[src/rtl/pli_pkg.sv]
// Shared types, constants and the control store of the piecewise linear interpolator.
package pli_pkg;

    // Field widths fixed by the interface.
    localparam int DATA_W         = 32;
    localparam int COUNT_W        = 9;
    localparam int INDEX_W        = 8;
    localparam int STATUS_W       = 2;
    localparam int PROD_W         = 2 * DATA_W;
    localparam int DIV_CNT_W      = 5;
    localparam int DEF_MAX_POINTS = 256;

    // Operation codes carried on the operation port.
    localparam logic OP_LOAD   = 1'b0;
    localparam logic OP_LOOKUP = 1'b1;

    // Result status codes.
    typedef enum logic [STATUS_W-1:0] {
        STATUS_OK    = 2'd0,
        STATUS_NOSEG = 2'd1,
        STATUS_EMPTY = 2'd2
    } status_t;

    // Sequencer step addresses.
    typedef enum logic [3:0] {
        ST_IDLE,
        ST_RD_FIRST,
        ST_CHK_FIRST,
        ST_CHK_LAST,
        ST_SCAN,
        ST_SUB,
        ST_MUL,
        ST_DIV_INIT,
        ST_DIV,
        ST_FINISH,
        ST_EMIT_CLAMP,
        ST_EMIT_NOSEG,
        ST_EMIT_EMPTY
    } step_t;

    // Jump conditions; the encoding indexes the condition flag vector.
    typedef enum logic [2:0] {
        COND_NEVER,
        COND_START,
        COND_N_ZERO,
        COND_Q_LE,
        COND_Q_GE,
        COND_IN_SEG,
        COND_SCAN_END,
        COND_DIV_DONE
    } cond_t;

    // Breakpoint memory read address select.
    typedef enum logic [1:0] {
        RD_ZERO,
        RD_LAST,
        RD_NEXT,
        RD_AHEAD
    } rd_sel_t;

    // Datapath operation of one step.
    typedef enum logic [2:0] {
        DP_NONE,
        DP_SUB,
        DP_MUL,
        DP_DIV_INIT,
        DP_DIV_STEP
    } dp_op_t;

    // Result word source.
    typedef enum logic [2:0] {
        OUT_NONE,
        OUT_CLAMP,
        OUT_CALC,
        OUT_NOSEG,
        OUT_EMPTY
    } out_sel_t;

    // One control word.
    typedef struct packed {
        rd_sel_t  rd_sel;
        logic     ld_a;
        logic     ld_b;
        logic     adv;
        dp_op_t   dp_op;
        out_sel_t out_sel;
        cond_t    cond1;
        step_t    target1;
        cond_t    cond2;
        step_t    target2;
        step_t    next;
    } ucode_t;

    // Divider controls.
    typedef struct packed {
        logic init;
        logic step;
    } div_ctl_t;

    // Control store. The first taken jump wins; otherwise the step goes to next.
    // The adv action applies only when the step falls through.
    function automatic ucode_t ucode_rom(input step_t step);
        ucode_t w;
        w = '{rd_sel: RD_ZERO, ld_a: 1'b0, ld_b: 1'b0, adv: 1'b0, dp_op: DP_NONE,
              out_sel: OUT_NONE, cond1: COND_NEVER, target1: ST_IDLE,
              cond2: COND_NEVER, target2: ST_IDLE, next: ST_IDLE};
        unique case (step)
            ST_IDLE:
            begin
                w.cond1   = COND_START;
                w.target1 = ST_RD_FIRST;
                w.next    = ST_IDLE;
            end
            ST_RD_FIRST:
            begin
                w.rd_sel  = RD_ZERO;
                w.cond1   = COND_N_ZERO;
                w.target1 = ST_EMIT_EMPTY;
                w.next    = ST_CHK_FIRST;
            end
            ST_CHK_FIRST:
            begin
                w.rd_sel  = RD_LAST;
                w.ld_a    = 1'b1;
                w.ld_b    = 1'b1;
                w.cond1   = COND_Q_LE;
                w.target1 = ST_EMIT_CLAMP;
                w.next    = ST_CHK_LAST;
            end
            ST_CHK_LAST:
            begin
                w.rd_sel  = RD_NEXT;
                w.ld_b    = 1'b1;
                w.cond1   = COND_Q_GE;
                w.target1 = ST_EMIT_CLAMP;
                w.next    = ST_SCAN;
            end
            ST_SCAN:
            begin
                w.rd_sel  = RD_AHEAD;
                w.ld_b    = 1'b1;
                w.adv     = 1'b1;
                w.cond1   = COND_IN_SEG;
                w.target1 = ST_SUB;
                w.cond2   = COND_SCAN_END;
                w.target2 = ST_EMIT_NOSEG;
                w.next    = ST_SCAN;
            end
            ST_SUB:
            begin
                w.dp_op = DP_SUB;
                w.next  = ST_MUL;
            end
            ST_MUL:
            begin
                w.dp_op = DP_MUL;
                w.next  = ST_DIV_INIT;
            end
            ST_DIV_INIT:
            begin
                w.dp_op = DP_DIV_INIT;
                w.next  = ST_DIV;
            end
            ST_DIV:
            begin
                w.dp_op   = DP_DIV_STEP;
                w.cond1   = COND_DIV_DONE;
                w.target1 = ST_FINISH;
                w.next    = ST_DIV;
            end
            ST_FINISH:
            begin
                w.out_sel = OUT_CALC;
                w.next    = ST_IDLE;
            end
            ST_EMIT_CLAMP:
            begin
                w.out_sel = OUT_CLAMP;
                w.next    = ST_IDLE;
            end
            ST_EMIT_NOSEG:
            begin
                w.out_sel = OUT_NOSEG;
                w.next    = ST_IDLE;
            end
            ST_EMIT_EMPTY:
            begin
                w.out_sel = OUT_EMPTY;
                w.next    = ST_IDLE;
            end
            default:
            begin
                w.next = ST_IDLE;
            end
        endcase
        return w;
    endfunction

endpackage

[src/rtl/pli_div.sv]
// Restoring divider, one quotient bit per step, for a quotient known to fit in 32 bits.
module pli_div (
    input  logic                             clk,
    input  logic                             rst_n,
    input  pli_pkg::div_ctl_t                ctl,
    input  logic [pli_pkg::PROD_W-1:0]       dividend,
    input  logic [pli_pkg::DATA_W-1:0]       divisor,
    output logic [pli_pkg::DATA_W-1:0]       quotient,
    output logic                             last
);

    logic [pli_pkg::DATA_W:0]        rem_reg;
    logic [pli_pkg::DATA_W-1:0]      quo_reg;
    logic [pli_pkg::DIV_CNT_W-1:0]   cnt_reg;
    logic [pli_pkg::DATA_W:0]        shifted;
    logic [pli_pkg::DATA_W:0]        diff;
    logic                            fits;

    // Trial subtraction of one step; the remainder stays below the divisor.
    always_comb
    begin
        shifted = {rem_reg[pli_pkg::DATA_W-1:0], quo_reg[pli_pkg::DATA_W-1]};
        diff    = shifted - {1'b0, divisor};
        fits    = shifted >= {1'b0, divisor};
    end

    // Step counter.
    always_ff @(posedge clk or negedge rst_n)
    begin
        if (!rst_n)
        begin
            cnt_reg <= '0;
        end
        else if (ctl.init)
        begin
            cnt_reg <= '0;
        end
        else if (ctl.step)
        begin
            cnt_reg <= cnt_reg + pli_pkg::DIV_CNT_W'(1);
        end
    end

    // Remainder and quotient shift registers; the high dividend half seeds the remainder.
    always_ff @(posedge clk)
    begin
        if (ctl.init)
        begin
            rem_reg <= {1'b0, dividend[pli_pkg::PROD_W-1:pli_pkg::DATA_W]};
            quo_reg <= dividend[pli_pkg::DATA_W-1:0];
        end
        else if (ctl.step)
        begin
            rem_reg <= fits ? diff : shifted;
            quo_reg <= {quo_reg[pli_pkg::DATA_W-2:0], fits};
        end
    end

    assign quotient = quo_reg;
    assign last     = (cnt_reg == {pli_pkg::DIV_CNT_W{1'b1}});

endmodule

[config.mk]
export PLATFORM = sky130hd
export DESIGN_NAME = pli_div
export DESIGN_NICKNAME = d
export VERILOG_FILES = /design/src/rtl/pli_pkg.sv /design/src/rtl/pli_div.sv
export SDC_FILE = /design/constraint.sdc
export NUM_CORES = 1
export LEC_CHECK = 0
export ABC_AREA = 1
export BUFFER_PORTS_ARGS = -buffer_cell sky130_fd_sc_hd__buf_2
export CORE_MARGIN = 2
export CORE_UTILIZATION = 40
export CTS_CLUSTER_DIAMETER = 60
export CTS_CLUSTER_SIZE = 14
export DETAILED_ROUTE_END_ITERATION = 16
export PLACE_DENSITY = 0.7
export SYNTH_ARGS = -nofsm -noshare
export SYNTH_HDL_FRONTEND = slang
export SYNTH_SLANG_ARGS = --single-unit
[constraint.sdc]
create_clock -name clk -period 3.2 [get_ports clk]
set_input_delay 0.16 -clock clk [delete_from_list [all_inputs] [get_ports clk]]
set_output_delay 0.16 -clock clk [all_outputs]
set_load 0.03 [all_outputs]
==> results of run 1 <==
-- worst max-delay path, cell delays in order, from the launching register on --
cell      delay [ns]
edfxtp_1        0.40
ha_1            0.35
a21oi_1         0.33
nand2_1         0.09
a21oi_1         0.22
nand2_2         0.10
nor2_4          0.32
nand2_4         0.30
nand2_1         0.22
nand2_1         0.07
nand2_1         0.07
nand2_1         0.05
-- power groups by stage --
stage	registers [W]	logic, W	clock network (W)
3_3_place_gp	0.00128	0.00201	0
3_5_place_dp	0.00128	0.00204	0
4_1_cts	0.00127	0.00205	0.00107
2_1_floorplan	0.00135	0.00146	0
6_report	0.00127	0.00205	0.00105
5_1_grt	0.00129	0.00234	0.00111
-- area by class of cell --
cell class	instances	share of cell area, %
Tap cell	188	3.26
Timing Repair Buffer	138	9.99
Clock inverter	7	1.09
Clock buffer	9	3.12
Inverter	165	8.58
Sequential cell	69	28.4
Multi-Input combinational cell	690	45.6
-- cell usage in the layout (no fill, tap or decap), types with 5 or more instances in the layout --
cell type,count
a21oi_1,17
buf_2,132
clkbuf_16,9
dfrtp_1,5
edfxtp_1,64
ha_1,34
inv_1,159
inv_2,6
nand2_1,440
nand2_2,5
nand3_1,71
nand3b_1,26
nand4_1,10
nor2_1,47
nor2_2,5
o21ai_0,5
xnor2_1,14
-- logic make-up after synthesis --
| group | count (synthesis) | synth area share, % |
|---|---|---|
| simple gates | 615 | 42.4 |
| buf+inv | 188 | 12.2 |
| flops | 69 | 33.7 |
| fa+ha+maj | 35 | 7.33 |
| compound gates | 26 | 2.33 |
| xor+xnor | 14 | 2.02 |
-- metal layers --
| metal | track usage [%] | vias up |
|---|---|---|
| met5 | 0 | - |
| met4 | 6.72 | 0 |
| met3 | 4.65 | 20 |
| met2 | 37.6 | 148 |
| met1 | 29.2 | 2692 |
| li1 | - | 3175 |
-- through the flow --
step	total power (W)	hold WS (ns)	std cells	setup WS [ns]
3_3_place_gp	0.00329	-0.0196	1249	0.506
5_1_grt	0.00474	0.0737	1266	0.220
3_5_place_dp	0.00332	-0.0182	1249	0.460
2_1_floorplan	0.00281	-0.136	947	0.882
6_report	0.00438	0.0722	1266	0.418
4_1_cts	0.00439	0.0629	1266	0.453
-- how the worst max path moves through the flow --
stage,end,from,depth (start not counted),slack (ns)
floorplan,rem_reg[28]$_DFFE_PP_,quotient[31]$_DFFE_PP_,16,0.88
global placement,rem_reg[31]$_DFFE_PP_,rem_reg[27]$_DFFE_PP_,12,0.51
detailed placement,rem_reg[25]$_DFFE_PP_,rem_reg[27]$_DFFE_PP_,11,0.46
CTS,rem_reg[25]$_DFFE_PP_,rem_reg[27]$_DFFE_PP_,11,0.45
global route,rem_reg[25]$_DFFE_PP_,rem_reg[27]$_DFFE_PP_,11,0.22
finish,rem_reg[25]$_DFFE_PP_,rem_reg[27]$_DFFE_PP_,11,0.42
-- timing repair --
| action | CTS | global route |
|---|---|---|
| setup endpoints to repair | 0 | 0 |
| endpoints found under the hold margin | 5 | 0 |
| hold buffers | 1 | 0 |
==> key figures, run 1 <==
Layout
  – Share of layout cells above drive strength 1: 16.1%
  – Design Area, Final: 0.00722 sq mm
  – Final Util: 48.0%
  – Diode count: 0
  – Final net count: 1,208
  – Fillers: 1,618
  – Area grow syn2layout: 18.8%
  – Sequential Area: 0.00205 sq mm
  – Multi-input logic area: 0.00329 sq mm

STA
  – Fin. Hold Viols: 0
  – Slew headroom: 49.5%
  – Max Slew Vio Count: 0
  – Final TNS setup: 0 ns
  – Final setup fails: 0
  – Clock skew: 0.0113 ns
  – Fmax: 0.360 GHz
  – Slew @ Worst Pin: 0.757 ns
  – Fin crit share: 86.9%
  – Tmin final: 2.78 ns
  – RSZ-0062 raised after global routing: false

Clock network
  – Clock root buffer: clkbuf_16
  – Resized cells post-CTS: 0
  – Depth of the CTS H-tree: 3
  – CTS tree: yes
  – Setup Buffers After CTS: 0
  – Clock sinks: 69
  – Clock transition at path regs: 0.07 ns
  – Num CTS Buffers: 9
  – Worst-Skew Late Latency: 0.35 ns
  – Longest Clk Path Bufs: 2

Floorplan
  – Area of the core: 0.0150 sq mm
  – Initial Utilization: 40.4%
  – Die area: 0.0162 sq mm
  – I/O pin count: 133
  – Die width: 127 um
  – Std-Cell Rows: 45
  – Die Y: 127 um

Synthesis
  – Flops & latches, synth: 69
  – Syn Area/Cell: 6.42 sq um
  – Async SR Flop Fraction: 7.25%
  – Mapped Area: 0.00608 sq mm
  – Top-area cell type share of the netlist area: 31.6%
  – Post-Synthesis Cells: 947
  – Syn Nets: 1,082
  – Main synth FF type: edfxtp_1
  – Cell taking the most area after synthesis: edfxtp_1
  – Count leader, synth: nand2_1
  – Count of cell types in the netlist: 32
  – Commonest cells in the netlist: nand2_1, inv_1, nand3_1, edfxtp_1, nor2_1
  – Top area cells in the synthesized netlist: edfxtp_1, nand2_1, inv_1
  – Post-synthesis sequential area ratio: 33.7%
  – Synth warn: 0
  – Number of synthesized flops with an enable pin: 64

Hold path
  – Hold Startpoint: dividend[11]
  – Hold depth: 3
  – Hold WC Path Type: input port to register
  – Hold Crit Endpoint: quotient[11]$_DFFE_PP_

Pwr
  – Leak: 4.16 nW
  – P_int: 0.00252 W
  – Clock Power Share: 24.0%
  – Worst VDD drop: 0.000294 V
  – Switching part of the total: 42.3%
  – PwrDens: 606 mW/mm^2
  – Seq pwr share: 29.0%
  – Switching power: 0.00185 W
  – Combinational power share: 46.9%

Detailed routing
  – Final wirelength: 17.4 mm
  – Via density: 4.77
  – Met3 WL: 866 um
  – Highest routed layer: met4
  – Routed WL per cell: 13.7 um
  – Met1 wire length: 8.27 mm
  – Antenna Violating Nets Remaining: 0
  – Met2 Wirelength: 7.97 mm
  – Vias post-DR: 6,035
  – DR DRC count: 0
  – DRT iter0 DRCs: 339
  – Initial DRT Pass Iterations: 5

Status
  – Status: complete, no violations

Global route
  – Number of global-route vias before repair: 6,102
  – First-pass GRT wire length: 29.1 mm
  – Tot GR Track Use: 22.4%
  – Initial antenna violation count: 0
  – Total global routing overflow: 0
  – Largest net degree at the start of global routing: 71

Placed design
  – Dpl cell area: 0.00690 sq mm
  – Buffers on Ports: 132
  – GPL Wtd Cong: 0.961
  – Final HPWL DP: 13.5 mm

Critical path
  – Critical path capture point type: register
  – WP data arrival: 2.88 ns
  – Highest net fanout along the worst path: 33
  – Reg-to-Reg End: rem_reg[25]$_DFFE_PP_
  – Worst R2R Setup Slack: 0.42 ns
  – Cell count of the worst reg-to-reg path: 11
  – Worst Setup Start Kind: register
  – WS Path Type: register to register
  – Worst Path Required: 3.30 ns
  – Worst r2r src: rem_reg[27]$_DFFE_PP_

Run
  – Max-Cap Viols: 0
No activity file was read; power rests on OpenSTA's default activity.
==> run 2, diff against run 1 <==
==> constraint.sdc (replaced) <==
create_clock -name clk -period 3.2 [get_ports clk]
set_input_delay 0.32 -clock clk [delete_from_list [all_inputs] [get_ports clk]]
set_output_delay 0.32 -clock clk [all_outputs]
set_load 0.03 [all_outputs]
==> key figures, run 2 (synthesized netlist as in run 1, its figures left out) <==
Clock network
  – CTS tree: yes (unchanged)
  – Longest Clk Path Bufs: 2 (unchanged)
  – Depth of the CTS H-tree: 3 (unchanged)
  – Clock root buffer: clkbuf_16 (unchanged)
  – Worst-Skew Late Latency: 0.35 ns (about the same)
  – Setup Buffers After CTS: 0 (unchanged)
  – Clock transition at path regs: 0.07 ns (about the same)
  – Clock sinks: 69 (unchanged)
  – Hold buffers post-CTS: 1 (unchanged)
  – Num CTS Buffers: 9 (unchanged)
  – Resized cells post-CTS: 0 (unchanged)

Detailed routing
  – Initial DRT Pass Iterations: 5 (unchanged)
  – Vias post-DR: 6,054 (was 6,035)
  – Final wirelength: 16.6 mm (was 17.4 mm)
  – DRT iter0 DRCs: 330 (was 339)
  – DR DRC count: 0 (unchanged)
  – Antenna Violating Nets Remaining: 0 (unchanged)
  – Routed WL per cell: 13.1 um (was 13.7 um)
  – Via density: 4.78 (was 4.77)

Layout
  – Share of layout cells above drive strength 1: 16.1% (unchanged)
  – Leading cell type in the layout, fill and taps excluded: nand2_1 (unchanged)
  – Area grow syn2layout: 18.6% (was 18.8%)
  – Most frequent cells in the layout: nand2_1, inv_1, buf_2, nand3_1, edfxtp_1 (unchanged)
  – Final net count: 1,208 (unchanged)
  – Fillers: 1,610 (was 1,618)

Critical path
  – WP data arrival: 2.79 ns (was 2.88 ns)
  – Setup crit end: rem_reg[29]$_DFFE_PP_ (was rem_reg[25]$_DFFE_PP_)
  – Worst r2r src: rem_reg[26]$_DFFE_PP_ (was rem_reg[27]$_DFFE_PP_)
  – CP startpoint: rem_reg[26]$_DFFE_PP_ (was rem_reg[27]$_DFFE_PP_)
  – Reg-to-Reg End: rem_reg[29]$_DFFE_PP_ (was rem_reg[25]$_DFFE_PP_)
  – Cell count of the worst reg-to-reg path: 13 (was 11)
  – Worst Setup Start Kind: register (unchanged)
  – Highest net fanout along the worst path: 33 (unchanged)
  – Critical path capture point type: register (unchanged)
  – Worst Path Required: 3.30 ns (about the same)
  – Worst R2R Setup Slack: 0.51 ns (was 0.42 ns)
  – WS Path Type: register to register (unchanged)

Global route
  – Number of global-route vias before repair: 5,901 (was 6,102)
  – Largest net degree at the start of global routing: 71 (unchanged)
  – M3 GR Usage: 4.44% (was 4.65%)
  – Tot GR Track Use: 21.3% (was 22.4%)
  – Met2 Resource Use GR: 33.6% (was 37.6%)
  – Initial antenna violation count: 2 (was 0)
  – Busiest grt layer: met2 (unchanged)
  – Grt met1 use: 28.5% (was 29.2%)
  – Total global routing overflow: 0 (unchanged)
  – First-pass GRT wire length: 27.7 mm (was 29.1 mm)

Floorplan
  – Initial Utilization: 40.4% (unchanged)
  – I/O pin count: 133 (unchanged)
  – Die width: 127 um (unchanged)
  – Die area: 0.0162 sq mm (unchanged)
  – Die Y: 127 um (unchanged)
  – Std-Cell Rows: 45 (unchanged)
  – Area of the core: 0.0150 sq mm (unchanged)

STA
  – Clock skew: 0.00502 ns (was 0.0113 ns)
  – Final WS setup: 0.511 ns (was 0.418 ns)
  – Fin. Hold Viols: 0 (unchanged)
  – Fin crit share: 84.0% (was 86.9%)
  – Slew headroom: 51.5% (was 49.5%)
  – Fmax: 0.372 GHz (was 0.360 GHz)
  – Max Slew Vio Count: 0 (unchanged)
  – Final TNS setup: 0 ns (unchanged)
  – RSZ-0062 raised after global routing: false (unchanged)
  – Final setup fails: 0 (unchanged)
  – Tmin final: 2.69 ns (was 2.78 ns)
  – Slew @ Worst Pin: 0.728 ns (was 0.757 ns)

Run
  – Max-Cap Viols: 0 (unchanged)

Placed design
  – Final HPWL DP: 13.0 mm (was 13.5 mm)
  – Buffers on Ports: 132 (unchanged)
  – GPL Wtd Cong: 0.977 (was 0.961)
  – Pre-CTS setup slack: 0.502 ns (was 0.460 ns)

Pwr
  – Worst VDD drop: 0.000270 V (was 0.000294 V)
  – PwrDens: 593 mW/mm^2 (was 606 mW/mm^2)
  – Leak: 4.15 nW (was 4.16 nW)

Hold path
  – Hold WC Path Type: input port to register (unchanged)

Status
  – Status: complete, no violations (unchanged)
[run 2: worst min-delay path by stage]
stage / start / to / slack [ns] / cells past startpoint
floorplan: rst_n / cnt_reg[0]$_DFFE_PN0P_ / 0.02 / 0
global placement: rst_n / cnt_reg[0]$_DFFE_PN0P_ / 0.14 / 1
detailed placement: rst_n / cnt_reg[1]$_DFFE_PN0P_ / 0.15 / 1
CTS: dividend[30] / quotient[30]$_DFFE_PP_ / 0.23 / 3
global route: dividend[18] / quotient[18]$_DFFE_PP_ / 0.24 / 3
finish: dividend[17] / quotient[17]$_DFFE_PP_ / 0.24 / 3
[run 2: through the flow]
stage / hold slack (ns) / cell area (sq um) / total power [W] / instances / utilization [%]
floorplan: 0.0244 / 6080 / 0.00281 / 947 / -
global placement: 0.141 / 6900 / 0.00327 / 1249 / 45.9
detailed placement: 0.147 / 6900 / 0.00329 / 1249 / 45.9
CTS: 0.228 / 7200 / 0.00429 / 1266 / 47.9
global route: 0.243 / 7210 / 0.00463 / 1267 / 47.9
finish: 0.241 / 7210 / 0.00428 / 1267 / 47.9
[run 2: report_power, final]
part	switching [W]	internal (W)
combinational	0.00129	0.000722
clock	0.000446	0.000544
sequential	0.0000854	0.00119
total	0.00183	0.00245
[run 2: final cells by class]
type,count,area (sq um),area share [%]
Antenna cell,1,2.50,0.0347
Clock inverter,7,65.1,0.903
Multi-Input combinational cell,690,3290,45.7
Tap cell,188,235,3.26
Timing Repair Buffer,138,721,10.0
Clock buffer,9,225,3.13
Sequential cell,69,2050,28.4
Inverter,165,619,8.60
[run 2: critical path, stage by stage (launching register included)]
cell and delay, ns:
edfxtp_1 0.40, ha_1 0.37, nand2_1 0.21, inv_2 0.04, nand2_1 0.07, nand2_1 0.05, a21oi_1 0.17, nand2_2 0.09
nor2_4 0.33, nand2_4 0.31, nand2_1 0.21, nand2_1 0.07, nand2_1 0.06, nand2_1 0.05
[run 2: per-layer routing]
metal  wire length, um  up-vias  part of all wire [%]
met1              7740     2654                    47
met4               523        2                   3.1
li1                  -     3174                     -
met5                13        -                 0.078
met3              1130       37                   6.8
met2              7230      187                    43
==> run 3, diff against run 2 <==
--- a/config.mk
+++ b/config.mk
@@ -12,7 +12,7 @@
 export CTS_CLUSTER_DIAMETER = 60
 export CTS_CLUSTER_SIZE = 14
 export DETAILED_ROUTE_END_ITERATION = 16
-export PLACE_DENSITY = 0.7
+export PLACE_DENSITY = 0.72
 export SYNTH_ARGS = -nofsm -noshare
 export SYNTH_HDL_FRONTEND = slang
 export SYNTH_SLANG_ARGS = --single-unit
==> constraint.sdc (replaced) <==
create_clock -name clk -period 2.45 [get_ports clk]
set_input_delay 0.245 -clock clk [delete_from_list [all_inputs] [get_ports clk]]
set_output_delay 0.245 -clock clk [all_outputs]
set_load 0.03 [all_outputs]
==> key figures, run 3 (synthesized netlist as in run 1, its figures left out) <==
Critical path
  – Worst Setup Start Kind: register (unchanged)
  – WS Path Type: register to register (unchanged)
  – Worst Path Required: 2.55 ns (was 3.30 ns)
  – Worst R2R Setup Slack: 0.07 ns (was 0.51 ns)
  – Highest net fanout along the worst path: 15 (was 33)
  – Critical path capture point type: register (unchanged)
  – WP data arrival: 2.48 ns (was 2.79 ns)

STA
  – Final setup fails: 0 (unchanged)
  – Clock skew: 0.00977 ns (was 0.00502 ns)
  – Slew headroom: 50.0% (was 51.5%)
  – Tmin final: 2.38 ns (was 2.69 ns)
  – Final WS setup: 0.0718 ns (was 0.511 ns)
  – Fin crit share: 97.1% (was 84.0%)
  – Fmax: 0.420 GHz (was 0.372 GHz)
  – Hold_ws: 0.158 ns (was 0.241 ns)
  – Max Slew Vio Count: 0 (unchanged)
  – Fin. Hold Viols: 0 (unchanged)
  – Slew @ Worst Pin: 0.751 ns (was 0.728 ns)

Layout
  – Diode count: 0 (was 1)
  – Leading cell type in the layout, fill and taps excluded: nand2_1 (unchanged)
  – Layout Cells excl Fill: 1,279 (was 1,267)
  – Most frequent cells in the layout: nand2_1, inv_1, buf_2, nand3_1, edfxtp_1 (unchanged)
  – Design Area, Final: 0.00760 sq mm (was 0.00721 sq mm)
  – Area grow syn2layout: 25.1% (was 18.6%)
  – Final net count: 1,221 (was 1,208)
  – Share of layout cells above drive strength 1: 21.0% (was 16.1%)

Detailed routing
  – Antenna Violating Nets Remaining: 0 (unchanged)
  – Vias post-DR: 6,107 (was 6,054)
  – Routed WL per cell: 14.0 um (was 13.1 um)
  – Via density: 4.77 (was 4.78)
  – DR DRC count: 0 (unchanged)
  – Initial DRT Pass Iterations: 5 (unchanged)
  – Final wirelength: 17.8 mm (was 16.6 mm)
  – DRT iter0 DRCs: 336 (was 330)

Pwr
  – Leak: 4.25 nW (was 4.15 nW)
  – Total power: 0.00601 W (was 0.00428 W)
  – Worst VDD drop: 0.000468 V (was 0.000270 V)
  – PwrDens: 791 mW/mm^2 (was 593 mW/mm^2)

Floorplan
  – Std-Cell Rows: 45 (unchanged)
  – Initial Utilization: 40.4% (unchanged)
  – Die Y: 127 um (unchanged)
  – Area of the core: 0.0150 sq mm (unchanged)
  – I/O pin count: 133 (unchanged)
  – Die width: 127 um (unchanged)
  – Die area: 0.0162 sq mm (unchanged)

Hold path
  – Hold WC Path Type: input port to register (unchanged)

Clock network
  – Longest Clk Path Bufs: 2 (unchanged)
  – Worst-Skew Late Latency: 0.35 ns (about the same)
  – Clock root buffer: clkbuf_16 (unchanged)
  – Num CTS Buffers: 9 (unchanged)
  – Clock sinks: 69 (unchanged)
  – Depth of the CTS H-tree: 3 (unchanged)
  – CTS tree: yes (unchanged)
  – Clock transition at path regs: 0.06 ns (was 0.07 ns)

Global route
  – Total global routing overflow: 0 (unchanged)
  – Tot GR Track Use: 22.1% (was 21.3%)
  – Number of global-route vias before repair: 5,949 (was 5,901)
  – Largest net degree at the start of global routing: 71 (unchanged)
  – Initial antenna violation count: 0 (was 2)
  – First-pass GRT wire length: 28.7 mm (was 27.7 mm)

Placed design
  – Buffers on Ports: 132 (unchanged)
  – Final HPWL DP: 13.3 mm (was 13.0 mm)
  – Dpl cell area: 0.00702 sq mm (was 0.00690 sq mm)
  – GPL Wtd Cong: 0.932 (was 0.977)
  – Pre-CTS setup slack: -0.0864 ns (was 0.502 ns)
  – Placed Cells: 1,259 (was 1,249)

Status
  – Status: complete, no violations (unchanged)

Run
  – Max-Cap Viols: 0 (unchanged)
==> run 3: cell types whose count changed in the layout (fill, tap and decap cells not counted), sizes merged <==
cell | before | now
buf | 137 | 148
bufinv | 0 | 1
clkbuf | 9 | 12
clkinvlp | 1 | 2
diode | 1 | 0
inv | 169 | 166
==> run 3: layout make-up <==
class	instances	area, sq um
fillers	1568	7430
clock inverters	6	71.3
inverters	165	619
flip-flops and latches	69	2050
well taps	188	235
clock buffers	10	229
multi-input cells	690	3500
repair buffers	151	898
==> run 3: final timing paths <==
kind | from | endpoint | cells after the start
max | rem_reg[25]$_DFFE_PP_ | rem_reg[22]$_DFFE_PP_ | 13
min | dividend[6] | quotient[6]$_DFFE_PP_ | 3
max reg2reg | rem_reg[25]$_DFFE_PP_ | rem_reg[22]$_DFFE_PP_ | 13
min reg2reg | cnt_reg[3]$_DFFE_PN0P_ | cnt_reg[3]$_DFFE_PN0P_ | 1
max in group asynchronous | rst_n | cnt_reg[0]$_DFFE_PN0P_ | 2
min in group asynchronous | rst_n | cnt_reg[4]$_DFFE_PN0P_ | 2
==> run 3: per-layer routing <==
layer	routed length [um]	vias to the layer above	track usage (%)
met5	0	-	0
met4	332	0	6.53
met3	994	24	3.94
met2	8210	173	37.2
met1	8310	2712	29.1
li1	-	3198	-
==> run 3: worst max-delay path, cell delays in order (launching register included) <==
cell	delay [ns]
edfxtp_1	0.44
ha_4	0.27
buf_6	0.12
nand2_4	0.06
nand2_2	0.05
nand2_2	0.07
nand2_1	0.07
a21oi_2	0.18
nand2_2	0.08
nor2_4	0.27
clkbuf_16	0.26
nand3b_1	0.09
nand3_1	0.09
nand2_1	0.07
==> run 3: repair_timing <==
action,CTS,global route
hold buffers,1,0
hold endpoints to repair,5,0
gates resized for setup,3,47
gates cloned,0,2
pin swaps,0,6
endpoints found under the setup margin,4,33
buffers inserted,0,1
==> run 3: report_power, final <==
group	total, W	switching [W]	internal, W
clock	0.00133	0.000538	0.000795
combinational	0.00301	0.00184	0.00117
sequential	0.00167	0.000125	0.00155
==> run 3: metrics by stage <==
| step | TNS, ns | utilization [%] |
|---|---|---|
| finish | 0 | 50.6 |
| global route | -0.00296 | 50.6 |
| global placement | -0.157 | 46.7 |
| CTS | 0 | 48.8 |
| detailed placement | -0.154 | 46.7 |
| floorplan | 0 | - |
